[src/hw/rtl/spq_pkg.sv]
package spq_pkg;

  typedef enum logic [1:0] {
    ST_DONE  = 2'd0,
    ST_FULL  = 2'd1,
    ST_EMPTY = 2'd2
  } status_t;

  localparam logic ACT_INSERT = 1'b0;
  localparam logic ACT_REMOVE = 1'b1;

  typedef struct packed {
    logic [15:0] id;
    logic [7:0]  prio;
  } entry_t;

endpackage

[src/hw/rtl/sorted_priority_queue.sv]
// sorted list queue in one ring memory with one write and one read port; an insert reads
// each entry it passes (INS_RD), then compares it and moves it one place (INS_CMP)
// refused insert or remove on empty: result word in the cycle after acceptance;
// a remove passes REM_RD and REM_TAKE; the next word is taken in the cycle after the result
// word leaves; an insert scans stored entries from the tail through the memory read port
// synchronous reset clears count, head pointer and sequencer; entry memory is not cleared
module sorted_priority_queue #(
  parameter int DEPTH = 16
) (
  input  logic        clk,
  input  logic        rst,
  input  logic        in_valid,
  output logic        in_stall,
  input  logic        action,
  input  logic [15:0] item_id,
  input  logic [7:0]  priority_req,
  output logic        out_valid,
  input  logic        out_stall,
  output logic [1:0]  status,
  output logic [15:0] removed_id,
  output logic [7:0]  removed_priority,
  output logic [4:0]  occupancy
);

  localparam int AW = $clog2(DEPTH);
  localparam int CW = $clog2(DEPTH + 1);

  typedef enum logic [2:0] {
    IDLE, INS_RD, INS_CMP, INS_PUT, REM_RD, REM_TAKE, RESULT
  } state_t;

  state_t             state;
  logic [CW-1:0]      count;
  logic [CW-1:0]      k;
  logic [AW-1:0]      head;
  spq_pkg::entry_t    new_ent;
  spq_pkg::entry_t    rd_data;
  spq_pkg::entry_t    wr_data;
  spq_pkg::entry_t    mem [DEPTH];

  logic [CW-1:0]      km1;
  logic [AW:0]        sum_k;
  logic [AW:0]        sum_km1;
  logic [AW-1:0]      p_k;
  logic [AW-1:0]      p_km1;
  logic [AW-1:0]      rd_addr;
  logic [AW-1:0]      head_next;
  logic               wr_en;
  logic               greater;

  // logical position to ring address
  always_comb begin
    km1     = k - CW'(1);
    sum_k   = {1'b0, head} + {1'b0, k[AW-1:0]};
    sum_km1 = {1'b0, head} + {1'b0, km1[AW-1:0]};
    p_k     = (sum_k >= (AW+1)'(DEPTH)) ? AW'(sum_k - (AW+1)'(DEPTH)) : sum_k[AW-1:0];
    p_km1   = (sum_km1 >= (AW+1)'(DEPTH)) ? AW'(sum_km1 - (AW+1)'(DEPTH))
                                          : sum_km1[AW-1:0];
    head_next = (head == AW'(DEPTH - 1)) ? '0 : head + AW'(1);
    greater = rd_data.prio > new_ent.prio;
    rd_addr = (state == REM_RD) ? head : p_km1;
    wr_en   = (state == INS_CMP) || (state == INS_PUT);
    // an entry of higher value moves one place towards the tail
    wr_data = ((state == INS_CMP) && greater) ? rd_data : new_ent;
  end

  always_ff @(posedge clk) begin
    if (wr_en) begin
      mem[p_k] <= wr_data;
    end
    rd_data <= mem[rd_addr];
  end

  assign in_stall = (state != IDLE);

  always_ff @(posedge clk) begin
    if (rst) begin
      state     <= IDLE;
      count     <= '0;
      head      <= '0;
      k         <= '0;
      out_valid <= 1'b0;
    end else begin
      case (state)
        IDLE: begin
          if (in_valid) begin
            new_ent.id   <= item_id;
            new_ent.prio <= priority_req;
            removed_id       <= '0;
            removed_priority <= '0;
            occupancy        <= 5'(count);
            if (action == spq_pkg::ACT_INSERT) begin
              if (count == CW'(DEPTH)) begin
                status    <= spq_pkg::ST_FULL;
                out_valid <= 1'b1;
                state     <= RESULT;
              end else begin
                k     <= count;
                state <= (count == '0) ? INS_PUT : INS_RD;
              end
            end else begin
              if (count == '0) begin
                status    <= spq_pkg::ST_EMPTY;
                out_valid <= 1'b1;
                state     <= RESULT;
              end else begin
                state <= REM_RD;
              end
            end
          end
        end
        INS_RD: begin
          state <= INS_CMP;
        end
        INS_CMP: begin
          if (greater) begin
            k     <= km1;
            state <= (k == CW'(1)) ? INS_PUT : INS_RD;
          end else begin
            count     <= count + CW'(1);
            occupancy <= 5'(count + CW'(1));
            status    <= spq_pkg::ST_DONE;
            out_valid <= 1'b1;
            state     <= RESULT;
          end
        end
        INS_PUT: begin
          count     <= count + CW'(1);
          occupancy <= 5'(count + CW'(1));
          status    <= spq_pkg::ST_DONE;
          out_valid <= 1'b1;
          state     <= RESULT;
        end
        REM_RD: begin
          state <= REM_TAKE;
        end
        REM_TAKE: begin
          removed_id       <= rd_data.id;
          removed_priority <= rd_data.prio;
          head             <= head_next;
          count            <= count - CW'(1);
          occupancy        <= 5'(count - CW'(1));
          status           <= spq_pkg::ST_DONE;
          out_valid        <= 1'b1;
          state            <= RESULT;
        end
        RESULT: begin
          if (!out_stall) begin
            out_valid <= 1'b0;
            state     <= IDLE;
          end
        end
        default: begin
          state <= IDLE;
        end
      endcase
    end
  end

endmodule
[config.mk]
export PLATFORM = sky130hd
export DESIGN_NAME = sorted_priority_queue
export DESIGN_NICKNAME = d
export VERILOG_FILES = /design/src/hw/rtl/spq_pkg.sv /design/src/hw/rtl/sorted_priority_queue.sv
export SDC_FILE = /design/constraint.sdc
export NUM_CORES = 1
export LEC_CHECK = 0
export BUFFER_PORTS_ARGS = -buffer_cell sky130_fd_sc_hd__buf_2
export CAP_MARGIN = 20
export CORE_MARGIN = 3
export CORE_UTILIZATION = 62
export DETAILED_ROUTE_END_ITERATION = 12
export MAX_ROUTING_LAYER = met4
export PLACE_DENSITY_LB_ADDON = 0.05
export SKIP_LAST_GASP = 1
export SLEW_MARGIN = 20
export SYNTH_ARGS = -nofsm -noshare
export SYNTH_HDL_FRONTEND = slang
export SYNTH_SLANG_ARGS = --single-unit
[constraint.sdc]
create_clock -name clk -period 4.2 [get_ports clk]
set_input_delay 0.63 -clock clk [delete_from_list [all_inputs] [get_ports clk]]
set_output_delay 0.63 -clock clk [all_outputs]
set_load 0.02 [all_outputs]
==> results.toml, run 1 <==
[outcome]
status = "completed"

[synth]
yosys_warnings = 0
avgSynthCellArea_um2 = 13.3
synthXorXnorAreaFrac_pct = 0.727
synth_compound_area_share_pct = 7.38
synth_mux_area_share_pct = 3.02
synth-simple-area-share_pct = 12.2
synth_top_family_by_area = "simple AND/OR/NAND/NOR gates"
synth_area_um2 = 19300
synth_fa_ha_area_share_pct = 1.51
syn-num-nets = 1502
synthCells = 1451
seq_area_frac_synth_pct = 72.7
synth_cell_types = 56
synth_edf_count = 439
async_reset_ff_share_pct = 0
ys_seq_elements = 481
synthFlopType = "edfxtp_1"

[route]
route.detailed.drc = 0
ant_nets = 0
drt-pass1-iter-count = 5
first_iter_violations = 1146
routed_wl_mm = 46.1
wire_per_inst_um = 23.6
vias_per_cell = 6.24
num_vias = 12160

[critical_path]
critPathLaunchType = "register"
timing_worst_setup_path_type = "register to register"
arrival_ns = 3.65
required_ns = 4.62
critPathCaptureType = "register"
crit_fanout = 44

[floorplan]
fp.dieH_um = 182
die-width_um = 182
fp-row-count = 63
die-area_um2 = 33200
core_area_um2 = 30100
ios = 62
initial_core_util_pct = 64.0

[clock_network]
cts-buffers-inserted = 48
cts_root_buf = "clkbuf_16"
clk_pin_slew_worst_paths_ns = 0.07
cts_tree = "done"
cts_max_path_buffers = 3
worstSkewPairLatency_ns = 0.56
holdBufCountCts = 0
cts_setup_buffers = 0
htreeDepth = 2
cts_sinks = 481
post_cts_resized = 0

[global_routing]
grt_pass1_wl_mm = 69.9
grt_antenna_before_repair = 3
grt.overflow.total = 0
grt.total_usage_pct = 28.4
grt_pass1_vias = 11569
grt_max_degree = 98

[pwr]
p_leak_uw = 0.00771
peakVddDrop_uv = 530
powerDensity_nw_per_um2 = 783

[timing]
finalSetupTns_ns = 0
tightest_slew_ns = 1.08
setup_viol = 0
skew_ns = 0.0189
finalCritPeriodShare_pct = 77.1
max_freq_mhz = 309
layout_min_cycle_time_ns = 3.24
rsz0062_at_grt = "false"
drv_slew = 0
relSlewSlack_pct = 28.2
hold_viol_final = 0

[place]
hpwl_mm = 26.3
gp_congestion = 0.854
portBuffers = 61
dp_cells = 1857

[cells_and_area]
area_delta_synth_final_pct = 12.7
instances_no_fill = 1949
multi_input_area_um2 = 4930
nFillCells = 1958
nets = 1568
ff_latch_area_um2 = 14000
drive_gt1_share_pct = 14.4

[flow_run]
cap_violations = 0

[worst_hold_path]
hold_path_class = "primary input to register"
==> metal layers <==
metal	track usage, %	up-vias	wire length (um)
li1	-	5477	-
met1	40.0	6006	19200
met2	42.6	578	21400
met3	5.98	99	4150
met4	8.81	0	1270
met5	-	-	0
==> worst paths after layout <==
path | start | to | slack, ns | cells past startpoint
worst max-delay path | state[2] | rd_data[4] | 0.96 | 7
worst min-delay path | item_id[0] | new_ent[8] | 0.25 | 1
worst max register to register | state[2] | rd_data[4] | 0.96 | 7
worst min register to register | k[4] | k[4] | 0.50 | 2
==> critical path, stage by stage, from the launching register on <==
cell and delay [ns]:
dfxtp_1 0.55, or3b_1 0.61, mux2_4 0.64, and2_1 0.53, buf_4 0.37, nand3_1 0.14, nand4_1 0.14, mux2i_1 0.08
==> layout make-up <==
type	count	share of cell area, %
multi-input cells	863	22.7
diodes	3	0.0345
well taps	390	2.25
repair buffers	103	3.03
clock buffers	81	6.75
clock inverters	8	0.374
inverters	20	0.345
flip-flops and latches	481	64.5
==> logic make-up (layout without fill, tap and decap cells) <==
group | count (synthesis) | in the layout
DFF | 481 | 481
adders and majority gates | 22 | 22
other | 0 | 3
xor gates and xnor gates | 16 | 16
muxes | 53 | 53
AOI/OAI and AO/OA | 237 | 237
buffers and inverters | 107 | 212
and+or+nand+nor | 535 | 535
==> cell usage in the layout, fill, tap and decap left out, types with 20 or more instances in the layout <==
cell and count:
a21oi_1 149, a221oi_1 25, a22oi_1 25, and2_1 26, buf_2 61, buf_4 39
clkbuf_1 20, clkbuf_16 49, dfxtp_1 42, edfxtp_1 439, ha_1 20, mux2_2 25
mux2i_1 25, nand2_1 312, nand3_1 102, nand4_1 24
==> cells in the mapped netlist (all sizes together) (2+ instances only) <==
cell	count	area (um2)
a21o	7	52.6
a21oi	151	759
a221oi	26	234
a22oi	25	188
a311oi	2	17.5
and2	26	163
and3	2	12.5
and4	2	17.5
buf	38	199
clkbuf	49	184
dfxtp	42	841
edfxtp	439	13200
fa	2	40.0
ha	20	250
inv	19	71.3
mux2	26	297
mux2i	27	287
nand2	312	1170
nand2b	3	18.8
nand3	102	510
nand3b	2	15.0
nand4	24	150
nor2	38	143
nor2b	5	31.3
nor3	6	30.0
nor3b	3	22.5
nor4	2	12.5
o211ai	2	15.0
o21ai	12	60.1
o22ai	2	12.5
o31a	2	17.5
or3	3	18.8
xnor2	9	78.8
xor2	7	61.3
==> stage by stage <==
step                      utilization, %  instance area [um2]  total power (uW)  setup slack (ns)  hold slack [ns]
after floorplan                        -                19300             10800              1.16            0.458
after global placement              67.0                20200             12700              1.09            0.482
after global routing                72.2                21700             17900             0.779            0.235
after CTS                           72.1                21700             17000             0.933            0.233
final                               72.2                21700             17000             0.962            0.250
after detailed placement            67.0                20200             12800             0.957            0.490
==> power breakdown <==
group,leakage (uW),internal [uW],switching [uW],total (uW)
Clock,0.000757,2440,1720,4160
Sequential,0.00432,5990,282,6280
Combinational,0.00263,2150,4440,6590
==> sequential cells by signal, indices dropped and copies added (netlist names) <==
name and count:
mem 384, removed_id 16, head 4, removed_priority 8, state 3, status 2, k 5, out_valid 1
count 5, new_ent 24, rd_data 24, occupancy 5
Power figures use the tool's default switching activity.
==> inputs of run 2 (changes only) <==
==> constraint.sdc (replaced) <==
create_clock -name clk -period 3 [get_ports clk]
set_input_delay 0.45 -clock clk [delete_from_list [all_inputs] [get_ports clk]]
set_output_delay 0.45 -clock clk [all_outputs]
set_load 0.02 [all_outputs]
==> run 2 against run 1 <==
Effect of this change: sequential cell count did not move; combinational power rose by 51%; sequential power rose by 39%; routed wire length rose by 1.3%; core utilization rose by 1.7 points; worst setup slack got worse by 0.81 ns; highest routed layer unchanged; critical path type unchanged; clock skew fell by 0.0047 ns.
==> results.toml, run 2 (synthesis results as in run 1) <==
[floorplan]
die-area_um2 = 33200
die-width_um = 182
initial_core_util_pct = 64.0
fp-row-count = 63
ios = 62
core_area_um2 = 30100
fp.dieH_um = 182

[critical_path]
arrival_ns = 3.31
critPathLaunchType = "register"
required_ns = 3.46
critPathCaptureType = "register"
timing_worst_setup_path_type = "register to register"
crit_fanout = 23

[cells_and_area]
top_register = "mem"
nets = 1584
antenna_cells = 0
largest_reg_flops = 384
largestRegisters = "mem (384), new_ent (24), rd_data (24)"
drive_gt1_share_pct = 15.6
mostFrequentLayoutCells = "439 x edfxtp_1, 312 x nand2_1, 149 x a21oi_1, 102 x nand3_1, 61 x buf_2"
area_delta_synth_final_pct = 15.4
layout_commonest_cell = "edfxtp_1"

[place]
hpwl_mm = 26.2
dp_slack_ns = 0.221
portBuffers = 61
gp_congestion = 0.836

[timing]
finalWorstSetupSlack_ns = 0.156
holdWs_ns = 0.0753
max_freq_mhz = 352
rsz0062_at_grt = "false"
finalCritPeriodShare_pct = 94.8
hold_viol_final = 0
relSlewSlack_pct = 55.1
setup_viol = 0
skew_ns = 0.0141
layout_min_cycle_time_ns = 2.84
drv_slew = 0
tightest_slew_ns = 0.667
finalSetupTns_ns = 0

[outcome]
status = "completed"

[clock_network]
cts_root_buf = "clkbuf_16"
htreeDepth = 2
clk_pin_slew_worst_paths_ns = 0.06
worstSkewPairLatency_ns = 0.55
cts_tree = "done"
cts-buffers-inserted = 47
cts_sinks = 481
cts_max_path_buffers = 3

[route]
num_vias = 12209
wire_per_inst_um = 23.8
ant_nets = 0
vias_per_cell = 6.22
drt-pass1-iter-count = 5
first_iter_violations = 1449
routed_wl_mm = 46.6
route.detailed.drc = 0

[global_routing]
grt_pass1_vias = 11497
grt_pass1_wl_mm = 69.5
grt.total_usage_pct = 28.6
grt_antenna_before_repair = 2
grt_max_degree = 47
grt.overflow.total = 0

[worst_hold_path]
hold_path_class = "primary input to register"

[flow_run]
cap_violations = 0

[pwr]
peakVddDrop_uv = 674
powerDensity_nw_per_um2 = 1100
p_leak_uw = 0.00790
[run 2: changes by cell type in the layout (fill, tap and decap cells not counted), moves of 3 or more]
cell,change
clkbuf_1,-4
buf_12,+28
clkinv_2,+3
buf_4,-13
diode_2,-3
[run 2: final cells by class]
cell class	count	area, um2
tap	390	488
sequential	481	14000
fill	1952	7870
multi-input combinational	863	4930
clock buffer	75	1410
clock inverter	13	135
inverter	20	75.1
timing repair buffer	120	1170
[run 2: worst paths after layout]
path              start     endpoint  cells after the start  slack (ns)
max reg2reg        k[1]  rd_data[23]                     10        0.16
min reg2reg        k[4]         k[4]                      2        0.50
min          item_id[3]  new_ent[11]                      1        0.08
max                k[1]  rd_data[23]                     10        0.16
[run 2: critical path: stages, from the launching register on]
cell and delay [ns]:
dfxtp_1 0.44, inv_1 0.10, ha_1 0.30, inv_1 0.07, fa_1 0.57, a21o_4 0.38
buf_4 0.26, a21oi_1 0.07, a221oi_1 0.29, a21oi_1 0.08, mux2i_1 0.20
[run 2: routing by layer]
metal | routed length, um | global-route usage, % | up-vias
li1 | - | - | 5517
met5 | 0 | - | -
met3 | 4410 | 4.42 | 89
met2 | 22200 | 44.0 | 602
met4 | 1300 | 9.02 | 0
met1 | 18800 | 40.1 | 6001
[run 2: per-stage QoR]
| step | std cells | utilization (%) | cell area [um2] | power, uW |
|---|---|---|---|---|
| after global placement | 1873 | 68.6 | 20700 | 18400 |
| final | 1962 | 73.9 | 22200 | 24500 |
| after global routing | 1962 | 73.9 | 22200 | 25800 |
| after floorplan | 1451 | - | 19300 | 15200 |
| after CTS | 1961 | 73.7 | 22200 | 24400 |
| after detailed placement | 1873 | 68.6 | 20700 | 18600 |
[run 2: where the power goes]
part	internal, uW	switching [uW]
Clock	3410	2380
Sequential	8390	364
Combinational	3580	6360
[run 2: timing repair]
action                     in CTS  in global routing
setup endpoints to repair       0                  2
resized for setup               0                  1
setup buffers                   0                  0
hold buffers                    0                  0
